<file path="src/design/hbct_row_ram.sv">
`default_nettype none
// ----------------------------------------------------------------------------
// hbct_row_ram: one-read one-write row memory with clear on reset
// Read data is registered. A row valid bit per row, cleared by reset,
// makes an unwritten row read as all zero.
// ----------------------------------------------------------------------------
module hbct_row_ram #(
  parameter int WIDTH = 8,
  parameter int DEPTH = 2,
  localparam int AW   = (DEPTH > 1) ? $clog2(DEPTH) : 1
) (
  input  wire              clk,
  input  wire              rst,
  input  wire              rd_en,
  input  wire [AW-1:0]     rd_addr,
  output logic [WIDTH-1:0] rd_data,
  input  wire              wr_en,
  input  wire [AW-1:0]     wr_addr,
  input  wire [WIDTH-1:0]  wr_data
);

  logic [WIDTH-1:0] mem [DEPTH];
  logic [DEPTH-1:0] row_vld;
  logic [WIDTH-1:0] rd_q;
  logic             rd_vld;

  // Write port
  always_ff @(posedge clk) begin
    if (wr_en) begin
      mem[wr_addr] <= wr_data;
    end
  end

  // Track written rows
  always_ff @(posedge clk) begin
    if (rst) begin
      row_vld <= '0;
    end else if (wr_en) begin
      row_vld[wr_addr] <= 1'b1;
    end
  end

  // Registered read port
  always_ff @(posedge clk) begin
    if (rd_en) begin
      rd_q   <= mem[rd_addr];
      rd_vld <= row_vld[rd_addr];
    end
  end

  assign rd_data = rd_vld ? rd_q : '0;

endmodule
`default_nettype wire

</file>
<file path="config.mk">
export PLATFORM = sky130hd
export DESIGN_NAME = hbct_row_ram
export DESIGN_NICKNAME = d
export VERILOG_FILES = /design/src/design/hbct_row_ram.sv
export SDC_FILE = /design/constraint.sdc
export NUM_CORES = 1
export LEC_CHECK = 0
export ABC_AREA = 1
export ABC_CLOCK_PERIOD_IN_PS = 1020
export BUFFER_PORTS_ARGS = -buffer_cell sky130_fd_sc_hd__clkbuf_2
export CAP_MARGIN = 40
export CORE_UTILIZATION = 51
export DETAILED_ROUTE_END_ITERATION = 8
export PLACE_DENSITY = 0.8
export SYNTH_ARGS = -nofsm -noshare
export SYNTH_HDL_FRONTEND = slang
export SYNTH_SLANG_ARGS = --single-unit
</file>
<file path="constraint.sdc">
create_clock -name clk -period 1.02 [get_ports clk]
set_input_delay 0.204 -clock clk [delete_from_list [all_inputs] [get_ports clk]]
set_output_delay 0.204 -clock clk [all_outputs]
set_load 0.005 [all_outputs]
</file>
## Word level (Yosys, flattened, before mapping)

Memory sizes are Yosys's and may differ from the RTL's. A register that Yosys moved wholly into a read port is not among the register bits.
Cells that the tools add are included.
Widths: inputs -> output; s select.

- Order comparisons: 3
- Muxes and demuxes: 7
- Bitwise operators: 1
- Reduce and logical (&&, ||, !) cells: 1

Operators with widths:

| kind | count |
|---|---|
| $mux 8 | 1 |
| $mux 1 | 5 |
| $lt 1x2->1 const B | 2 |
| $or 2x2->2 | 1 |
| $demux 1 s1 | 1 |
| $ge 1x1->1 const B | 1 |
| $logic_and 1x1->1 | 1 |

- Flip-flop bits (word level): 3
- RAM bits: 16
- Input bits: 14
- Output and inout bits: 8
- Memories kept: 1

Memory list:

| name | words | width | rd ports | clocked after memory_dff | write ports | line | text |
|---|---|---|---|---|---|---|---|
| mem | 2 | 8 | 1 | 1 | 1 | 22 | `logic [WIDTH-1:0] mem [DEPTH];` |

## Depth between registers and ports, before layout

- Depth in word-level cells: 5
- Gate-level depth with buffers: 4
- Mapped depth without buffers: 3

## Worst setup path after synthesis

Ideal clock, no wire load.

- Kind: input-to-reg
- From: input rd_addr
- To: register rd_q[6], read port of mem (data pin)
- Arrival time: 0.550 ns
- Data required time: 0.767 ns
- Path slack: 0.217 ns
- Cell stages on the path: 4
- Path buffers: 2
- Cell sequence: buf_6 buf_6 nand2_1 o21ai_2

RTL lines:

| what | line | text |
|---|---|---|
| start: declaration | 15 | `input wire [AW-1:0] rd_addr,` |
| end: declaration | 24 | `logic [WIDTH-1:0] rd_q;` |

## Worst setup path after layout

- From: register rd_vld
- To: output rd_data[6]

- Longest elaborated chain between the ends: 1

Ends and longest elaborated chain:

| what | line | text |
|---|---|---|
| start: declaration | 25 | `logic rd_vld;` |
| start signal: assignment | 47 | `rd_vld <= row_vld[rd_addr];` |
| $mux 8 | 51 | `assign rd_data = rd_vld ? rd_q : '0;` |
| end: declaration | 16 | `output logic [WIDTH-1:0] rd_data,` |

Every way passes these cells.

==> flow_metrics.tcl <==
set metrics [dict create \
    status "finished with violations" \
    violations "setup timing" \
    drc 0 \
    clkPwrFrac_pct 24.0 \
    synth-adder-area-share_pct 0 \
    area_growth_pct 13.2 \
    synth-simple-area-share_pct 7.17 \
    critPathKind "reg -> out" \
    rr_worst_depth 2 \
    root_buffer "clkbuf_4" \
    crit_buf_inv 2 \
    grt_pass1_vias 447 \
    diodes 0 \
    ios 22 \
    synth_top_family_by_area "buffers and inverters" \
    final_cell_mix "25 x edfxtp_1, 21 x inv_1, 21 x clkbuf_2, 18 x nand2_1, 6 x o21ai_0" \
    yosysWarningCount 0 \
    total_power_uw 1910 \
    num_rows 15 \
    nNetsFinal 118 \
    postSynthAreaPerCell_sq_um 12.7 \
    design.core.area_sq_um 1800 \
    grt_overflow_total 0 \
    clk_latency_ps 330 \
    r2r_start "mem[1][4]" \
    drt-total-wl_microns 1280 \
    seq_power_share_pct 69.1 \
    grt_pass1_wl_microns 1920 \
    p_sw_uw 411 \
    clk_pin_slew_ps 140 \
    min_period_over_period_pct 127 \
    antenna_left 0 \
    cts_buffers 3 \
    rsz0062_at_grt "true" \
    min_path_type "in -> reg" \
    cts_sinks 27 \
    switching_share_pct 21.5 \
    cp-start-kind "flop" \
    die_area_sq_um 2200 \
    synth-compound-area-share_pct 5.71 \
    grt_max_degree 19 \
    yosys.cell_types.count 11 \
    seq_area_frac_synth_pct 76.8 \
    vias 574 \
    gp_congestion 0.651 \
    dr.pass1.iters 4 \
    die_height_microns 46.9 \
    synth_nets 95 \
    regToRegSetupSlack_ps 220 \
    layout-drive-gt1-share_pct 26.2 \
    slew_headroom_pct 79.5 \
    maxCapViolations 0 \
    numPortBuffers 21 \
    hold_depth 2 \
    p_int_uw 1500 \
    cpPeakStageDelay_ps 520 \
    cp.arrival_ps 1090 \
    synth_mux_area_share_pct 0 \
    combPwrFrac_pct 6.9 \
    placed_cells 124 \
    routedWlPerCell_microns 9.97 \
    cts_tree "built" \
    drtIter0Drc 14 \
    finalWorstSetupSlack_ps -274 \
    cts_max_path_buffers 2 \
    power_density_nw_per_um2 1640 \
    min_period_ps 1290 \
    grt_usage_pct 14.1 \
    cp_data_required_time_ps 820 \
    final_common_cell "edfxtp_1" \
    hold_viol_final 0 \
    fin_cells 128 \
    start_util_pct 57.2 \
    hold_end "row_vld[0]" \
    hp-start "rst" \
    htree_levels 1 \
    hpwl_microns 916 \
    cp_cell_sequence "nand2_1 > inv_1 > clkbuf_2" \
    antenna_found_initial 0 \
    crit_slowest_cell "edfxtp_1" \
    syn_inst 81 \
    worstMarginPinSlew_ps 307 \
    synth_seq_cells 27 \
    syn-cell-area_sq_um 1030 \
    path_max_fanout 8 \
    cp-end-kind "output port" \
    peakVddDrop_mv 1.27 \
    reg2reg_to "rd_q[4]" \
    final-setup-viol-count 8 \
    die_x_microns 46.9 \
    viasPerCell 4.48 \
    drv_slew 0 \
    fmax_mhz 773 \
    synthXorXnorAreaFrac_pct 0 \
    cpLargestDelayFamily "flip-flops" \
    fin_skew_ps 2.27 \
    p_leak_uw 0.000554 \
]
-- metrics by stage --
step,area (sq um),TNS [ps],hold WS (ps),worst slack (ps),util (%)
2_1_floorplan,1030,0,273,217,-
3_3_place_gp,1140,0,379,67.0,63.2
3_5_place_dp,1140,0,380,41.4,63.2
4_1_cts,1170,-2230,16.4,-286,64.7
5_1_grt,1170,-2670,24.9,-341,64.7
6_report,1170,-2130,26.4,-274,64.7
-- routing by layer --
metal  part of all wire, %  GRT usage (%)  up-vias  wire length [microns]
met5                     0              0        -                      0
met4                   4.0           13.7        0                     51
met3                   4.7           3.46        6                     60
met2                    48           20.8       19                    611
met1                    43           16.7      243                    553
li1                      -              -      306                      -
-- registers in the layout, summed over array words and instances (netlist names) --
name and flops:
mem 16, rd_q 8, row_vld 2, rd_vld 1
-- power groups by stage --
stage	sequential (uW)	combinational (uW)	clock, uW
2_1_floorplan	1330	81.8	0
3_3_place_gp	1340	126	0
3_5_place_dp	1350	133	0
4_1_cts	1320	134	468
5_1_grt	1330	157	497
6_report	1320	131	457
-- cell families (layout without fill, tap and decap cells) --
| group | after synthesis | count (layout) |
|---|---|---|
| buffers and inverters | 24 | 46 |
| AO/OA/AOI/OAI | 11 | 11 |
| flip-flops | 27 | 27 |
| AND/OR/NAND/NOR | 19 | 19 |
-- repair_timing --
action / 4_1_cts / 5_1_grt
endpoints found under the setup margin: 8 / 8
pin swaps: 5 / 5
hold buffers: 0 / 0
setup buffers: 0 / 0
resized for setup: 0 / 0
-- layout make-up --
cell class	count	area [sq um]
Multi-Input combinational cell	30	133
Tap cell	25	31.3
Timing Repair Buffer	21	105
Clock inverter	1	5.00
Sequential cell	27	791
Fill cell	152	636
Clock buffer	3	22.5
Inverter	21	78.8
-- synthesized netlist by cell type (all sizes together) --
| master | number | area, sq um |
|---|---|---|
| edfxtp | 25 | 751 |
| buf | 3 | 27.5 |
| a21oi | 2 | 10.0 |
| inv | 21 | 78.8 |
| dfxtp | 2 | 40.0 |
| nand2 | 19 | 73.8 |
| o21ai | 9 | 48.8 |
-- worst max-delay path by stage --
| stage | startpoint | end | cells after the start |
|---|---|---|---|
| 2_1_floorplan | rd_addr | rd_q[6] | 4 |
| 3_3_place_gp | wr_addr | mem[0][6] | 4 |
| 4_1_cts | rd_vld | rd_data[4] | 3 |
| 3_5_place_dp | wr_addr | mem[0][4] | 4 |
| 6_report | rd_vld | rd_data[6] | 3 |
| 5_1_grt | rd_vld | rd_data[4] | 3 |
Note: power is estimated with default switching activity, not from simulation.
