File: src/design/hbct_pkg.sv
`default_nettype none
// ----------------------------------------------------------------------------
// hbct_pkg: shared types and constants of the buffer cache tag unit
// Geometry, field widths, command and status codes, the bucket row layout,
// and the reciprocal constants used by the constant divider.
// ----------------------------------------------------------------------------
package hbct_pkg;

  // Cache geometry
  localparam int NUM_BUCKETS     = 13;
  localparam int WAYS_PER_BUCKET = 5;
  localparam int SLOT_COUNT      = NUM_BUCKETS * WAYS_PER_BUCKET;

  // Field widths
  localparam int SLOT_W = 7;
  localparam int DEV_W  = 8;
  localparam int BLK_W  = 32;
  localparam int CNT_W  = 8;

  // Row address and way index widths
  localparam int ROW_AW = (NUM_BUCKETS > 1) ? $clog2(NUM_BUCKETS) : 1;
  localparam int WAY_IW = (WAYS_PER_BUCKET > 1) ? $clog2(WAYS_PER_BUCKET) : 1;

  // Constant divider: dividend, quotient, remainder and divisor widths
  localparam int DIVD_W      = 16;
  localparam int QUO_W       = 7;
  localparam int REM_W       = 6;
  localparam int DIVR_W      = 7;
  localparam int RECIP_SHIFT = 16;
  localparam int RECIP_W     = 17;
  localparam int PROD_W      = DIVD_W + RECIP_W;

  localparam logic [RECIP_W-1:0] RECIP_BUCKETS = RECIP_W'((1 << RECIP_SHIFT) / NUM_BUCKETS);
  localparam logic [RECIP_W-1:0] RECIP_WAYS    = RECIP_W'((1 << RECIP_SHIFT) / WAYS_PER_BUCKET);
  localparam logic [DIVR_W-1:0]  DIVR_BUCKETS  = DIVR_W'(NUM_BUCKETS);
  localparam logic [DIVR_W-1:0]  DIVR_WAYS     = DIVR_W'(WAYS_PER_BUCKET);

  // Residues of 256^k modulo the bucket count, to fold the block number
  localparam int BYTE_WT1 = 256 % NUM_BUCKETS;
  localparam int BYTE_WT2 = (BYTE_WT1 * BYTE_WT1) % NUM_BUCKETS;
  localparam int BYTE_WT3 = (BYTE_WT2 * BYTE_WT1) % NUM_BUCKETS;

  localparam logic [CNT_W-1:0] COUNT_MAX = '1;

  typedef enum logic [1:0] {
    CMD_GET     = 2'd0,
    CMD_RELEASE = 2'd1,
    CMD_PIN     = 2'd2,
    CMD_UNPIN   = 2'd3
  } cmd_t;

  typedef enum logic [1:0] {
    ST_OK        = 2'd0,
    ST_NO_FREE   = 2'd1,
    ST_UNDERFLOW = 2'd2,
    ST_SATURATED = 2'd3
  } status_t;

  // One way of a bucket row
  typedef struct packed {
    logic             vld;
    logic [CNT_W-1:0] cnt;
    logic [DEV_W-1:0] dev;
    logic [BLK_W-1:0] blk;
  } way_t;

  typedef way_t [WAYS_PER_BUCKET-1:0] row_t;

  // Request context handed to the way update logic
  typedef struct packed {
    cmd_t              cmd;
    logic [SLOT_W-1:0] slot;
    logic              slot_ok;
    logic [ROW_AW-1:0] bucket;
    logic [WAY_IW-1:0] way;
    logic [DEV_W-1:0]  dev;
    logic [BLK_W-1:0]  blk;
  } req_t;

  typedef struct packed {
    logic [SLOT_W-1:0] slot;
    logic              hit;
    logic              need;
    status_t           status;
  } result_t;

  // Flat slot number of a bucket and way
  function automatic logic [SLOT_W-1:0] slot_of(input logic [ROW_AW-1:0] bucket,
                                                input logic [WAY_IW-1:0] way);
    slot_of = SLOT_W'(int'(bucket) * WAYS_PER_BUCKET + int'(way));
  endfunction

endpackage
`default_nettype wire

File: src/design/hbct_way_update.sv
`default_nettype none
// ----------------------------------------------------------------------------
// hbct_way_update: tag compare and row update
// Compares all ways of a bucket row, picks the first match or first free
// way for a get, or adjusts one way's count, and builds the new row and
// the result.
// ----------------------------------------------------------------------------
module hbct_way_update (
  input  wire hbct_pkg::req_t   req,
  input  wire hbct_pkg::row_t   row_in,
  output hbct_pkg::row_t        row_out,
  output logic                  wr_en,
  output hbct_pkg::result_t     result
);
  import hbct_pkg::*;

  logic [WAYS_PER_BUCKET-1:0] match;
  logic [WAYS_PER_BUCKET-1:0] free;
  logic                       hit_found;
  logic                       free_found;
  logic [WAY_IW-1:0]          hit_way;
  logic [WAY_IW-1:0]          free_way;
  way_t                       hit_entry;
  way_t                       slot_entry;

  // Compare every way in parallel
  always_comb begin
    for (int w = 0; w < WAYS_PER_BUCKET; w++) begin
      match[w] = (row_in[w].dev == req.dev) && (row_in[w].blk == req.blk);
      free[w]  = (row_in[w].cnt == '0);
    end
  end

  // Pick the lowest matching and the lowest free way
  always_comb begin
    hit_found  = 1'b0;
    hit_way    = '0;
    free_found = 1'b0;
    free_way   = '0;
    for (int w = WAYS_PER_BUCKET - 1; w >= 0; w--) begin
      if (match[w]) begin
        hit_found = 1'b1;
        hit_way   = WAY_IW'(w);
      end
      if (free[w]) begin
        free_found = 1'b1;
        free_way   = WAY_IW'(w);
      end
    end
  end

  assign hit_entry  = row_in[hit_way];
  assign slot_entry = row_in[req.way];

  // Build the new row and the result
  always_comb begin
    row_out       = row_in;
    wr_en         = 1'b0;
    result.slot   = req.slot;
    result.hit    = 1'b0;
    result.need   = 1'b0;
    result.status = ST_OK;
    unique case (req.cmd)
      CMD_GET: begin
        result.slot = '0;
        if (hit_found) begin
          wr_en                = 1'b1;
          result.slot          = slot_of(req.bucket, hit_way);
          result.hit           = 1'b1;
          result.need          = !hit_entry.vld;
          row_out[hit_way].vld = 1'b1;
          if (hit_entry.cnt == COUNT_MAX) begin
            result.status = ST_SATURATED;
          end else begin
            row_out[hit_way].cnt = hit_entry.cnt + CNT_W'(1);
          end
        end else if (free_found) begin
          wr_en             = 1'b1;
          result.slot       = slot_of(req.bucket, free_way);
          result.need       = 1'b1;
          row_out[free_way] = '{vld: 1'b1, cnt: CNT_W'(1), dev: req.dev, blk: req.blk};
        end else begin
          result.status = ST_NO_FREE;
        end
      end
      CMD_PIN: begin
        if (!req.slot_ok) begin
          result.status = ST_UNDERFLOW;
        end else if (slot_entry.cnt == COUNT_MAX) begin
          result.status = ST_SATURATED;
        end else begin
          wr_en                = 1'b1;
          row_out[req.way].cnt = slot_entry.cnt + CNT_W'(1);
        end
      end
      CMD_RELEASE, CMD_UNPIN: begin
        if (!req.slot_ok || slot_entry.cnt == '0) begin
          result.status = ST_UNDERFLOW;
        end else begin
          wr_en                = 1'b1;
          row_out[req.way].cnt = slot_entry.cnt - CNT_W'(1);
        end
      end
      default: begin
        result.status = ST_OK;
      end
    endcase
  end

endmodule
`default_nettype wire

File: config.mk
export PLATFORM = sky130hd
export DESIGN_NAME = hbct_way_update
export DESIGN_NICKNAME = d
export VERILOG_FILES = /design/src/design/hbct_pkg.sv /design/src/design/hbct_way_update.sv
export SDC_FILE = /design/constraint.sdc
export NUM_CORES = 1
export LEC_CHECK = 0
export BUFFER_PORTS_ARGS = -buffer_cell sky130_fd_sc_hd__buf_2
export CAP_MARGIN = 30
export CORE_AREA = 2 2 216 218
export DETAILED_ROUTE_END_ITERATION = 8
export DIE_AREA = 0 0 218 220
export SYNTH_ARGS = -nofsm -noshare
export SYNTH_HDL_FRONTEND = slang
export SYNTH_SLANG_ARGS = --single-unit
File: constraint.sdc
create_clock -name vclk -period 5.85
set_input_delay 1.17 -clock vclk [all_inputs]
set_output_delay 1.17 -clock vclk [all_outputs]
set_load 0.005 [all_outputs]
## Word-level counts from Yosys, hierarchy flattened

Index checks and enable logic that the tools add are counted.
W data, S select, Z words.

- Bits in registers: 0
- Bits in latches: 0
- RAM bits: 0
- Memory bits (read-only): 0
- Bits of input ports: 302
- Logic and storage cells: 107
- Memories kept: 0

- Add/sub/neg operators: 5
- Multipliers: 1
- Div/mod/pow operators: 0
- $lt $le $gt $ge: 6
- Equal/unequal tests: 15
- Shift-type cells: 0
- Multiplexer cells: 61
- Bitwise operators: 0
- Reduce and logical (&&, ||, !) cells: 19

Operators by type and width:

| cell | number |
|---|---|
| $mux W245 | 6 |
| $bwmux W245 | 5 |
| $pmux W245 S3 | 1 |
| $demux W49 S3 | 4 |
| $bmux W49 S3 | 2 |
| $eq A32 B32 Y1 | 5 |
| $mux W49 | 3 |
| $mux W48 | 3 |
| $logic_not A8 Y1 | 6 |
| $eq A8 B8 Y1 | 5 |
| $mux W3 | 11 |
| $mux W1 | 17 |
| $add A8 B1 Y8 const B | 2 |
| $eq A8 B8 Y1 const B | 2 |
| $mux W7 | 2 |
| $lt A3 B4 Y1 const B | 3 |
| $ge A3 B1 Y1 const B | 3 |
| $mux W9 | 1 |
| $logic_and A1 B1 Y1 | 8 |
| $mux W2 | 4 |
| $sub A8 B1 Y8 const B | 1 |
| $add A7 B3 Y7 | 1 |
| $add A7 B4 Y7 | 1 |
| $mul A4 B3 Y7 const B | 1 |
| 8 further kinds | 10 |

## Depth between registers and ports, before layout

- Depth after elaboration: 16
- Mapped depth: 19
- Depth with buffers taken out: 17

## Least setup slack after synthesis

Ideal clock, no wire load.

- Path type: input-to-output
- From: input req[6] in the netlist's numbering
- To: output row_out[138] in the netlist's numbering
- Arrival time: 4472 ps
- Slack: 208 ps
- Cell stages on the path: 16
- Path buffers: 2
- Cell sequence: buf_2 -> xor2_1 -> nor4_1 -> nand4_1 -> or3_4 -> buf_6 -> nor3b_1 -> a211oi_1 -> o211ai_1 -> inv_1 -> ha_1 -> nor3b_2 -> nand3_2 -> o211ai_2 -> mux2_2 -> o21ai_1

RTL lines:

| item | RTL line | text |
|---|---|---|
| start: declaration | hbct_way_update.sv:9 | `input wire hbct_pkg::req_t req,` |
| end: declaration | hbct_way_update.sv:11 | `output hbct_pkg::row_t row_out,` |

==> summary.md <==
| Metric | Value |
|---|---|
| Smallest hold slack | `about 2600 ps` |
| CP max stage delay | `roughly 320 ps` |
| DRT iter0 DRCs | `1,150` |
| Die height | `~220 microns` |
| Failing checks | `negative setup slack` |
| Vias in the first global route | `13,340` |
| Fraction of layout cells with a size suffix above 1 | `62.63%` |
| Drt total wl | `81.74 mm` |
| Cells after synthesis | `1,170` |
| Sequential-to-total area share from yosys stat | `0%` |
| Worst-path fanout max | `6` |
| Synth-to-layout area growth | `79.17%` |
| Int Pwr | `between 0.0005 and 0.0006 W` |
| Slew @ Worst Pin | `948.7 ps` |
| Nets@finish | `2,309` |
| Setup violators final | `38` |
| Seq cells | `0` |
| First-pass GRT wire length | `approximately 110 mm` |
| Overall power | `0.001188 W` |
| Gpl congestion | `approximately 1.1` |
| NetSw | `between 0.0006 and 0.0007 W` |
| PD cells | `approximately 75 nW/um^2` |
| Core ar. | `~46,000 sq um` |
| # rows | `79` |
| Die area | `~48,000 sq um` |
| Period Utilization, post-route | `103.6%` |
| Setup crit end kind | `primary output` |
| Storage element area | `0 sq um` |
| Flop pwr share | `0%` |
| Largest net degree at the start of global routing | `29` |
| Initial core utilization | `19.30%` |
| Worst hold path class | `input pin to primary output` |
| Vias per std cell | `roughly 5.2` |
| Switching Fraction | `between 50% and 60%` |
| Crit-path slowest cell | `or2_4` |
| Syn Nets | `roughly 1,500` |
| Total congestion overflow | `0` |
| Gate power share | `100.0%` |
| Arr. time, crit path | `roughly 4900 ps` |
| Max-cap viol count | `0` |
| Hold path cells | `4` |
| RSZ-0062 raised after global routing | `true` |
| Setup CP Type | `input pin to primary output` |
| Crit path cell chain | `clkbuf_4 -> xnor2_1 -> nand4_1 -> nor4_2 -> buf_4 -> nand4_1 -> buf_4 -> and2_4 -> a211oi_2 -> o211ai_1 -> inv_1 -> ha_2 -> nor3b_4 -> buf_6 -> nand4_4 -> or2_4 -> a31oi_4 -> a221o_1 -> buf_2` |
| Port bufs | `around 560` |
| First-pass DRT Iterations | `5` |
| Critical Path RT | `4680 ps` |
| Fin util | `about a third` |
| Distinct cells, synth | `76` |
| Fillcell total | `about 5,000` |
| Synth Cell Area | `between 8000 and 9000 sq um` |
| Non-Filler Instances | `approximately 2,600` |
| Avg Cell Area, Syn | `between 7 and 8 sq um` |
| Die W | `approximately 220 microns` |
| Per-cell routed wire length | `around 31 microns` |
| Final hold violations | `0` |
| Clk pwr share | `0%` |
| Yosys warnings | `0` |
| DRC violations left | `0` |
| All-Layer GR Usage | `between 30% and 40%` |
| Top-Level Pins | `approximately 560` |
| Lkg Pwr | `7.283 nW` |
| # clk buffers | `0` |
| Critical Path Source Type | `input pin` |
| Fmax | `around 0.17 GHz` |
| DPL Wire Length | `about 72 mm` |
| ANT nets after route | `0` |
| Worst IR drop on VDD | `between 0.00005 and 0.00006 V` |
| Post-Place Setup Slack | `-496.2 ps` |
| Rel. slew slack | `between 30 and 40%` |
| Max Slew Vio Count | `0` |
| Outcome | `finished with violations` |
| Period minus WS final | `a little over 6000 ps` |
| Placed cell count | `approximately 2,600` |
| Worst Slack Setup Final | `-208.9 ps` |
| Initial antenna violation count | `28` |
| Total number of vias | `around 14,000` |
[cells in the mapped netlist, drive strengths merged, types with 4 or more instances]
cell type / number / area [sq um]
o22ai: 11 / 68.82
mux2: 204 / 2297
nand2b: 9 / 56.30
xnor2: 147 / 1287
o21a: 5 / 37.54
o22a: 5 / 43.79
a211o: 4 / 35.03
nand3: 21 / 115.1
a31oi: 13 / 96.34
o31ai: 8 / 60.06
clkbuf: 43 / 161.4
a221o: 5 / 50.05
a221oi: 4 / 35.03
o211ai: 12 / 100.1
a21boi: 4 / 30.03
a21o: 5 / 37.54
or3: 4 / 30.03
a21oi: 44 / 220.2
nor3: 17 / 85.08
o21ai: 54 / 311.5
o32ai: 4 / 35.03
nor2b: 7 / 43.79
nand2: 83 / 311.6
nor4: 33 / 206.5
nand4: 44 / 281.5
ha: 14 / 175.2
xor2: 79 / 691.9
o311ai: 5 / 51.31
o221ai: 12 / 105.1
a211oi: 4 / 30.03
or4: 4 / 30.03
and2: 4 / 25.02
and3: 7 / 48.80
buf: 52 / 319.1
nor3b: 8 / 70.06
mux2i: 28 / 280.3
inv: 41 / 153.9
nor2: 68 / 257.8
or2: 9 / 58.81
o32a: 6 / 60.06
a22oi: 8 / 60.06
mux4: 5 / 112.6
[per-stage QoR]
step,setup TNS (ps),cell area [sq um]
floorplan,0,8850
global placement,-12970,14730
detailed placement,-13010,14730
CTS,-1099,15230
global route,-9103,15850
finish,-3843,15860
[kinds of logic after synthesis]
group	Yosys count	share of synthesized area [%]
and+or+nand+nor	325	19.13
muxes	237	30.40
AOI/OAI and AO/OA	229	18.28
xor gates and xnor gates	226	22.37
buffers and inverters	136	7.168
adders and majority gates	17	2.658
[metal layers]
layer  vias to the layer above  track usage, %  routed length, microns
li1                       5958               -                       -
met1                      6721           39.54                   33020
met2                       733           56.37                   39260
met3                       169           6.101                    5846
met4                        26           10.73                    3457
met5                         -               0                     166
[final timing paths]
path,startpoint,to,slack (ps)
max,req[38],row_out[188],-210
min,req[54],result[10],2610
[power groups by stage]
stage	clock network (W)	registers [W]	logic, W
detailed placement	0	0	0.00111
global placement	0	0	0.00111
floorplan	0	0	0.000453
finish	0.000000000226	0	0.00119
CTS	0	0	0.00114
global route	0.000000000134	0	0.00124
[worst max-delay path, delay by kind of cell]
family,cells,cell delay [ps]
AOI/OAI and AO/OA,4,850
xor gates and xnor gates,1,290
adders and majority gates,1,180
buffers and inverters,6,910
and+or+nand+nor,7,1480
[layout make-up]
type               count  area, sq um  area share, %
multi-input cells   1034         8946          56.42
repair buffers       913         5967          37.63
well taps            607        759.5          4.790
inverters             41        156.4         0.9863
diodes                11        27.53         0.1736
[timing repair]
action / in CTS / in global routing
gates resized for setup: 98 / 107
pin swaps: 42 / 57
setup endpoints to repair: 45 / 65
hold buffers: 0 / 0
cloned: 0 / 0
buffers inserted: 13 / 13
[cell usage in the layout, fill, tap and decap left out, types with 12 or more instances in the layout]
| master | n |
|---|---|
| a21oi_1 | 41 |
| nor4_2 | 13 |
| o21ai_0 | 34 |
| buf_4 | 322 |
| nor2_1 | 63 |
| xnor2_1 | 135 |
| mux2i_1 | 27 |
| ha_1 | 12 |
| xor2_1 | 73 |
| nand2_1 | 74 |
| nand3_1 | 14 |
| inv_1 | 39 |
| buf_12 | 23 |
| buf_2 | 531 |
| nand4_1 | 43 |
| a31oi_1 | 12 |
| buf_6 | 31 |
| mux2_2 | 201 |
| nor4_1 | 18 |
| nor3_1 | 14 |
Power figures use the tool's default switching activity.
