### src/design/hbct_pkg.sv
`default_nettype none
// ----------------------------------------------------------------------------
// hbct_pkg: shared types and constants of the buffer cache tag unit
// Geometry, field widths, command and status codes, the bucket row layout,
// and the reciprocal constants used by the constant divider.
// ----------------------------------------------------------------------------
package hbct_pkg;

  // Cache geometry
  localparam int NUM_BUCKETS     = 13;
  localparam int WAYS_PER_BUCKET = 5;
  localparam int SLOT_COUNT      = NUM_BUCKETS * WAYS_PER_BUCKET;

  // Field widths
  localparam int SLOT_W = 7;
  localparam int DEV_W  = 8;
  localparam int BLK_W  = 32;
  localparam int CNT_W  = 8;

  // Row address and way index widths
  localparam int ROW_AW = (NUM_BUCKETS > 1) ? $clog2(NUM_BUCKETS) : 1;
  localparam int WAY_IW = (WAYS_PER_BUCKET > 1) ? $clog2(WAYS_PER_BUCKET) : 1;

  // Constant divider: dividend, quotient, remainder and divisor widths
  localparam int DIVD_W      = 16;
  localparam int QUO_W       = 7;
  localparam int REM_W       = 6;
  localparam int DIVR_W      = 7;
  localparam int RECIP_SHIFT = 16;
  localparam int RECIP_W     = 17;
  localparam int PROD_W      = DIVD_W + RECIP_W;

  localparam logic [RECIP_W-1:0] RECIP_BUCKETS = RECIP_W'((1 << RECIP_SHIFT) / NUM_BUCKETS);
  localparam logic [RECIP_W-1:0] RECIP_WAYS    = RECIP_W'((1 << RECIP_SHIFT) / WAYS_PER_BUCKET);
  localparam logic [DIVR_W-1:0]  DIVR_BUCKETS  = DIVR_W'(NUM_BUCKETS);
  localparam logic [DIVR_W-1:0]  DIVR_WAYS     = DIVR_W'(WAYS_PER_BUCKET);

  // Residues of 256^k modulo the bucket count, to fold the block number
  localparam int BYTE_WT1 = 256 % NUM_BUCKETS;
  localparam int BYTE_WT2 = (BYTE_WT1 * BYTE_WT1) % NUM_BUCKETS;
  localparam int BYTE_WT3 = (BYTE_WT2 * BYTE_WT1) % NUM_BUCKETS;

  localparam logic [CNT_W-1:0] COUNT_MAX = '1;

  typedef enum logic [1:0] {
    CMD_GET     = 2'd0,
    CMD_RELEASE = 2'd1,
    CMD_PIN     = 2'd2,
    CMD_UNPIN   = 2'd3
  } cmd_t;

  typedef enum logic [1:0] {
    ST_OK        = 2'd0,
    ST_NO_FREE   = 2'd1,
    ST_UNDERFLOW = 2'd2,
    ST_SATURATED = 2'd3
  } status_t;

  // One way of a bucket row
  typedef struct packed {
    logic             vld;
    logic [CNT_W-1:0] cnt;
    logic [DEV_W-1:0] dev;
    logic [BLK_W-1:0] blk;
  } way_t;

  typedef way_t [WAYS_PER_BUCKET-1:0] row_t;

  // Request context handed to the way update logic
  typedef struct packed {
    cmd_t              cmd;
    logic [SLOT_W-1:0] slot;
    logic              slot_ok;
    logic [ROW_AW-1:0] bucket;
    logic [WAY_IW-1:0] way;
    logic [DEV_W-1:0]  dev;
    logic [BLK_W-1:0]  blk;
  } req_t;

  typedef struct packed {
    logic [SLOT_W-1:0] slot;
    logic              hit;
    logic              need;
    status_t           status;
  } result_t;

  // Flat slot number of a bucket and way
  function automatic logic [SLOT_W-1:0] slot_of(input logic [ROW_AW-1:0] bucket,
                                                input logic [WAY_IW-1:0] way);
    slot_of = SLOT_W'(int'(bucket) * WAYS_PER_BUCKET + int'(way));
  endfunction

endpackage
`default_nettype wire

### src/design/hbct_divider.sv
`default_nettype none
// ----------------------------------------------------------------------------
// hbct_divider: two-stage divider by a fixed constant
// Divides by the bucket count or by the way count, chosen per request.
// Stage one estimates the quotient with a reciprocal multiply; stage two
// forms the remainder and corrects the estimate by one step.
// ----------------------------------------------------------------------------
module hbct_divider (
  input  wire                           clk,
  input  wire [hbct_pkg::DIVD_W-1:0]    dividend,
  input  wire                           by_ways,
  output logic [hbct_pkg::QUO_W-1:0]    quotient,
  output logic [hbct_pkg::REM_W-1:0]    remainder
);
  import hbct_pkg::*;

  logic [RECIP_W-1:0] recip;
  logic [PROD_W-1:0]  product;
  logic [DIVD_W-1:0]  dvd1;
  logic [DIVD_W-1:0]  qest1;
  logic               sel1;
  logic [DIVR_W-1:0]  divisor;
  logic [DIVD_W-1:0]  back;
  logic [DIVD_W-1:0]  rem_raw;
  logic [DIVD_W-1:0]  rem_fix;
  logic [DIVD_W-1:0]  quo_fix;

  // Estimate the quotient, low by at most one
  always_comb begin
    recip   = by_ways ? RECIP_WAYS : RECIP_BUCKETS;
    product = PROD_W'(dividend) * PROD_W'(recip);
  end

  always_ff @(posedge clk) begin
    dvd1  <= dividend;
    sel1  <= by_ways;
    qest1 <= product[RECIP_SHIFT +: DIVD_W];
  end

  // Form the remainder and correct once
  always_comb begin
    divisor = sel1 ? DIVR_WAYS : DIVR_BUCKETS;
    back    = qest1 * DIVD_W'(divisor);
    rem_raw = dvd1 - back;
    if (rem_raw >= DIVD_W'(divisor)) begin
      rem_fix = rem_raw - DIVD_W'(divisor);
      quo_fix = qest1 + DIVD_W'(1);
    end else begin
      rem_fix = rem_raw;
      quo_fix = qest1;
    end
  end

  always_ff @(posedge clk) begin
    quotient  <= quo_fix[QUO_W-1:0];
    remainder <= rem_fix[REM_W-1:0];
  end

endmodule
`default_nettype wire

### config.mk
export PLATFORM = sky130hd
export DESIGN_NAME = hbct_divider
export DESIGN_NICKNAME = d
export VERILOG_FILES = /design/src/design/hbct_pkg.sv /design/src/design/hbct_divider.sv
export SDC_FILE = /design/constraint.sdc
export NUM_CORES = 1
export LEC_CHECK = 0
export BUFFER_PORTS_ARGS = -buffer_cell sky130_fd_sc_hd__buf_2
export CORE_MARGIN = 8
export CORE_UTILIZATION = 51
export CTS_BUF_LIST = sky130_fd_sc_hd__clkbuf_4 sky130_fd_sc_hd__clkbuf_8
export DETAILED_ROUTE_END_ITERATION = 16
export PLACE_DENSITY = 0.72
export SYNTH_ARGS = -nofsm -noshare
export SYNTH_HDL_FRONTEND = slang
export SYNTH_SLANG_ARGS = --single-unit
### constraint.sdc
create_clock -name clk -period 7.72 [get_ports clk]
set_input_delay 1.544 -clock clk [delete_from_list [all_inputs] [get_ports clk]]
set_output_delay 1.544 -clock clk [all_outputs]
set_load 0.01 [all_outputs]
After elaboration in Yosys (flattened, before gate mapping)
Cells that the tools add are included.

operators by class
  add/subtract/negate cells = 3
  $mul = 2
  magnitude comparators = 1
  muxes and demuxes = 4

operators with widths
  operator               number
  $mul A16 B14 Y30       1
  $ge A16 B4 Y1          1
  $mul A14 B4 Y16        1
  $sub A16 B16 Y16       1
  $mux W14               1
  $add A7 B1 Y7 const B  1
  $mux W7                1
  $mux W6                1
  $sub A6 B4 Y6          1
  $mux W4                1

word-level totals
  bits in registers = 44
  input port bits = 18
  output and inout port bits = 13
  word-level logic and storage cells = 15

Longest topological paths before layout
Gate-level depths: netlist (run 1).

  word-level depth = 5
  depth in mapped cells = 21
  depth with buffers taken out = 21

Worst setup path after synthesis (run 1)
Ideal clock, no wire load.

  path type = input to register
  from = input by_ways
  to = register qest1[13]
  arrival time = 6.602 ns
  setup slack = 1.041 ns
  stages = 21
  cell sequence = clkbuf_1 > and2_1 > ha_1 > inv_1 > fa_1 > inv_1 > fa_1 > fa_1 > inv_1 > fa_1 > fa_1 > inv_1 > ha_1 > a21oi_1 > o21ai_0 > a2111oi_0 > a21oi_1 > nand4_1 > a31oi_1 > and4_1 > nor3_1

on the way
  word-level cells in the longest chain between the ends = 2

ends and longest elaborated chain
  item                   RTL line            RTL
  start, declared        hbct_divider.sv:11  input wire by_ways,
  $mux W14               hbct_divider.sv:30  recip = by_ways ? RECIP_WAYS : RECIP_BUCKETS;
  $mul A16 B14 Y30       hbct_divider.sv:31  product = PROD_W'(dividend) * PROD_W'(recip);
  named net product[29]  hbct_divider.sv:18  logic [PROD_W-1:0] product;
  end signal, assigned   hbct_divider.sv:37  qest1 <= product[RECIP_SHIFT +: DIVD_W];
  end, declared          hbct_divider.sv:20  logic [DIVD_W-1:0] qest1;

The timed path passes the listed nets, and every way through them passes these cells.

Worst setup path in the final report (run 1)
Same ends and word-level chain as after synthesis.

==> run summary, run 1 <==
Status -> completed
Post-synth top area share -> 28.5%
Slowest stage delay, CP -> 0.55 ns
Core ar. -> 15000 um2
Sequential area share after synthesis -> 11.4%
Yosys Warn Count -> 0
Cts hold-fix bufs -> 0
FF+latch area -> 881 um2
Area Overhead vs Synth -> 6.01%
Initial antenna violation count -> 0
Actual slew at the worst max-slew pin -> 0.609 ns
Met3 Wirelength -> 480 um
Fin. Hold Viols -> 0
Via count -> 5226
Worst EP required -> 7.90 ns
Fmax -> 143 MHz
Initial DRC count -> 201
Initial Util -> 51.6%
1st-pass router iterations -> 5
Most used cell, CP -> fa_1
Clock buffer count from CTS -> 5
Critical path type -> in2reg
DP HPWL -> 13100 um
Slew Limit Fails -> 0
Largest net degree at the start of global routing -> 34
Hold WC Path Type -> reg2reg
Final TNS setup -> 0 ns
Syn nets -> 1100
CTS tree -> done
Clk_skew -> 0.00875 ns
Crit path DAT -> 7.17 ns
# H-tree levels -> 2
Antenna viol nets, final -> 0
Post-Synthesis Cells -> 799
Placed Instances -> 1012
RSZ-0062 raised after global routing -> no
Slew headroom -> 59.4%
Netlist area before placement -> 7730 um2
Global-route usage over all layers -> 16.2%
Area of the multi-input gates -> 6040 um2
Layout fillers -> 1329
Global-route wire length before repair -> 25600 um
Layout cells sized above 1 -> 6.49%
Rows -> 45
Clock Tree Buf Depth -> 2
Die Wd -> 139 um
Final setup viols -> 0
Clk sinks -> 44
Prevailing post-synth register cell -> dfxtp_1
Drt wl/cell -> 14.9 um
Remaining routing DRC violations -> 0
Finished Layout Cells -> 1020
Critical path's slowest cell -> fa_1
Yosys reg bits -> 44
Met1 wire length -> 7160 um
Number of global-route vias before repair -> 5475
Number of synthesized flops with an enable pin -> 0
Synth area leader -> ha_1
Crit path cell chain -> buf_2 > and2_1 > ha_1 > inv_1 > fa_1 > inv_1 > fa_1 > fa_1 > inv_1 > fa_1 > fa_1 > inv_1 > ha_1 > nand2_1 > o21ai_0 > a2111oi_0 > a21oi_1 > nand4_1 > a31oi_1 > and4_1 > nor3_1
CTS clock-pin slew for the worst setup and hold paths -> 0.08 ns
Ports -> 31
CTS root buf -> clkbuf_8
Syn avg cell area -> 9.67 um2
Area contributors post-synth -> ha_1, fa_1, dfxtp_1, inv_1, xnor2_1
Final Core Density -> 54.7%
Crit start category -> input port
Critical Path Sink Type -> flop
Clock Latency Late Sink -> 0.30 ns
Placer Congestion -> 0.876
Gr ovfl total -> 0
Max cap viols -> 0
Buffer count from post-CTS setup fixing -> 0
Post_cts resized -> 0
Port bufs -> 30
# nets final -> 1132
ANT cells -> 0
Aggregate routed wire length -> 15200 um
Vias per std cell -> 5.12
Full die area -> 19300 um2
Ys async rst share -> 0%
Max Used Layer -> met4
Critical Path Fanout Max -> 33
Met2 routed WL -> 7340 um
Synth unique cells -> 52
Period minus WS final -> 7.00 ns
Die height -> 139 um
Fin crit share -> 90.6%
[flip-flops by register name, indices dropped and copies added (netlist names)]
| register | count |
|---|---|
| dvd1 | 16 |
| sel1 | 1 |
| remainder | 6 |
| quotient | 7 |
| qest1 | 14 |
[path summary, 6_finish.rpt]
| path | cells after the start | slack, ns | endpoint | start |
|---|---|---|---|---|
| setup / recovery | 21 | 0.72 | qest1[13] | by_ways |
| hold / removal | 1 | 0.57 | quotient[4] | qest1[4] |
| setup reg to reg | 13 | 2.79 | remainder[1] | sel1 |
| hold reg to reg | 1 | 0.57 | quotient[4] | qest1[4] |
[synthesized netlist by cell type, types with 4 or more instances]
cell type and number:
inv_1 210, ha_1 176, fa_1 107, dfxtp_1 44
nor2_1 29, a21oi_1 26, xnor2_1 23, nor2b_1 22
and2_1 20, nand2_1 19, o21ai_0 15, xor2_1 11
nor3_1 8, a21o_1 7, o31ai_1 6, clkbuf_1 5
nand3_1 5, and4_1 4, nand2b_1 4, o21a_1 4
[metal layers]
metal,up-vias,GRT usage (%)
met5,-,0
met3,17,1.82
met2,82,28.8
met1,2506,20.7
li1,2621,-
met4,0,3.18
[critical path, delay by kind of cell]
family          cells  cell delay [ns]
fa+ha+maj           7             3.04
compound gates      4             1.14
simple gates        5             0.74
buf+inv             5             0.68
[stage by stage]
stage / area, um2 / setup slack, ns / hold WS [ns]
after global placement: 8090 / 0.558 / 0.535
after global routing: 8190 / 0.394 / 0.605
final: 8190 / 0.724 / 0.566
after CTS: 8190 / 0.762 / 0.568
after detailed placement: 8090 / 0.450 / 0.550
after floorplan: 7730 / 1.04 / 0.488
[cell usage in the layout, fill, tap and decap left out, drive strengths merged, types with 3 or more instances in the layout]
cell type  instances
a21oi             27
fa               107
nand3              5
and2              21
nand4              3
o311ai             5
nor2              29
o31ai              6
o21a               4
o21ai             15
inv              210
mux2               5
nand2             19
nor4               3
xnor2             24
a21o               8
a31oi              3
or4                3
nor3               8
ha               176
xor2              11
dfxtp             44
clkbuf             6
nand2b             4
a2111oi            5
nor2b             22
and4               4
buf               30
[logic make-up after synthesis]
| kind of cell | after synthesis | share of synthesized area [%] |
|---|---|---|
| AOI/OAI and AO/OA | 87 | 7.61 |
| DFF | 44 | 11.4 |
| and+or+nand+nor | 128 | 9.12 |
| muxes | 7 | 1.13 |
| adders and majority gates | 283 | 56.2 |
| xor gates and xnor gates | 35 | 4.06 |
| buffers and inverters | 215 | 10.4 |
[final cells by class]
type                            count  share of cell area (%)
Tap cell                          188                    2.87
Clock inverter                      2                   0.183
Multi-Input combinational cell    540                    73.7
Clock buffer                        6                    1.01
Sequential cell                    44                    10.8
Inverter                          210                    9.62
Timing Repair Buffer               30                    1.83
Power of run 1 is not shown: default switching activity piles up to over one toggle a cycle in this logic, so the estimate is an artifact.
==> run 2: changes to the inputs <==
- clock period: 7.72 -> 7.9 ns (I/O delays scaled with it)
==> run 2 against run 1 <==
Clock-buffer cell count unchanged. Register-to-register slack better by 0.22 ns. Highest routed layer unchanged. Routed wire length about the same. Via count about the same. First-iteration DRC count down 34%. Die area unchanged. Largest cell class unchanged. Global-route usage down 0.050 points. Sequential share of layout area about the same. Core utilization up 0.092 points. Hold slack worse by 0.0021 ns.
==> run summary, run 2 (synthesized netlist as in run 1, its figures left out) <==
Status -> completed
Most flops, register -> dvd1
Layout fillers -> 1335 (+0.45%)
Area of the multi-input gates -> 6040 um2 (unchanged)
Worst EP required -> 8.09 ns (+0.19 ns)
Drt wl/cell -> 14.9 um (about the same)
Initial DRC count -> 132 (-34%)
RSZ-0062 raised after global routing -> no
Via count -> 5223 (-0.057%)
Area Overhead vs Synth -> 6.19%
Die Wd -> 139 um (unchanged)
Antenna viol nets, final -> 0 (unchanged)
# H-tree levels -> 2 (unchanged)
Rows -> 45 (unchanged)
Largest net degree at the start of global routing -> 34 (unchanged)
Slew headroom -> 60.3% (+0.88 points)
Clock Tree Buf Depth -> 2 (unchanged)
Actual slew at the worst max-slew pin -> 0.592 ns (-0.0177 ns)
Period minus WS final -> 6.99 ns
CTS clock-pin slew for the worst setup and hold paths -> 0.09 ns (about the same)
Placer Congestion -> 0.877 (about the same)
Remaining routing DRC violations -> 0 (unchanged)
Fin. Hold Viols -> 0 (unchanged)
Max reg flops -> 16 (unchanged)
Port bufs -> 30 (unchanged)
Met3 Wirelength -> 495 um (+3.1%)
Fmax -> 143 MHz
Met2 routed WL -> 7370 um (+0.38%)
Crit start category -> input port
Global-route wire length before repair -> 25400 um (-0.46%)
DP HPWL -> 13100 um (-0.13%)
FF+latch area -> 881 um2 (unchanged)
Critical path type -> in2reg
Commonest non-fill, non-tap cells in the layout -> inv_1, ha_1, fa_1
Global-route usage over all layers -> 16.1% (-0.050 points)
Ports -> 31 (unchanged)
Vias per std cell -> 5.12 (about the same)
Crit path DAT -> 7.18 ns (about the same)
Final setup viols -> 0 (unchanged)
Slew Limit Fails -> 0 (unchanged)
Clk sinks -> 44 (unchanged)
Commonest non-fill, non-tap cell in the layout -> inv_1
Clock buffer count from CTS -> 5 (unchanged)
Initial antenna violation count -> 0 (unchanged)
Number of global-route vias before repair -> 5442 (-0.60%)
Hold WC Path Type -> reg2reg
Critical Path Fanout Max -> 33 (unchanged)
Post_cts resized -> 0 (unchanged)
CTS root buf -> clkbuf_8
Gr ovfl total -> 0 (unchanged)
1st-pass router iterations -> 5 (unchanged)
ANT cells -> 0 (unchanged)
Largest registers -> dvd1: 16 flops, qest1: 14 flops, quotient: 7 flops
Cts hold-fix bufs -> 0 (unchanged)
# nets final -> 1132 (unchanged)
Clock Latency Late Sink -> 0.30 ns (about the same)
Fin crit share -> 88.5%
Critical Path Sink Type -> flop
Layout cells sized above 1 -> 6.49% (unchanged)
CTS tree -> done
Initial Util -> 51.6% (unchanged)
Final TNS setup -> 0 ns (unchanged)
Core ar. -> 15000 um2 (unchanged)
Max Used Layer -> met4
Met1 wire length -> 7110 um (-0.71%)
Aggregate routed wire length -> 15200 um (about the same)
Full die area -> 19300 um2 (unchanged)
Die height -> 139 um (unchanged)
Buffer count from post-CTS setup fixing -> 0 (unchanged)
Max cap viols -> 0 (unchanged)
Clk_skew -> 0.0109 ns (+0.00217 ns)
==> run 2: layer usage <==
layer  up-vias  track usage, %
met1      2499            20.6
met2        85            28.6
met3        18            1.69
li1       2621               -
met5         -               0
met4         0            3.52
==> run 2: area by class of cell <==
| cell class | count | area share [%] |
|---|---|---|
| Tap cell | 188 | 2.87 |
| Inverter | 210 | 9.61 |
| Multi-Input combinational cell | 540 | 73.6 |
| Sequential cell | 44 | 10.7 |
| Clock inverter | 2 | 0.427 |
| Timing Repair Buffer | 30 | 1.83 |
| Clock buffer | 6 | 0.930 |
==> run 2: path summary, 6_finish.rpt <==
check	cells past startpoint	end	slack, ns	from
max	21	qest1[13]	0.91	by_ways
min	1	quotient[4]	0.56	qest1[4]
max reg2reg	13	remainder[1]	3.01	sel1
min reg2reg	1	quotient[4]	0.56	qest1[4]
==> run 2: critical path, cell delays in order <==
cell and delay [ns]:
buf_2 0.45, nor2b_1 0.12, ha_1 0.32, fa_1 0.50, inv_1 0.05, fa_1 0.47
inv_1 0.06, fa_1 0.50, fa_1 0.54, inv_1 0.05, fa_1 0.50, inv_1 0.05
ha_1 0.29, a21oi_1 0.06, o21ai_0 0.33, a2111oi_0 0.17, a21oi_1 0.27, nand4_1 0.18
a31oi_1 0.39, and4_1 0.25, nor3_1 0.05
==> run 2: per-stage QoR <==
stage	instances	setup WS [ns]	cell area, um2	hold slack [ns]	utilization, %
after floorplan	799	1.18	7730	0.488	-
after global placement	1012	0.702	8090	0.535	54.0
after detailed placement	1012	0.575	8090	0.551	54.0
after CTS	1020	0.916	8200	0.569	54.8
after global routing	1020	0.534	8200	0.597	54.8
final	1020	0.906	8200	0.564	54.8
Power of run 2 is left out for the same reason.
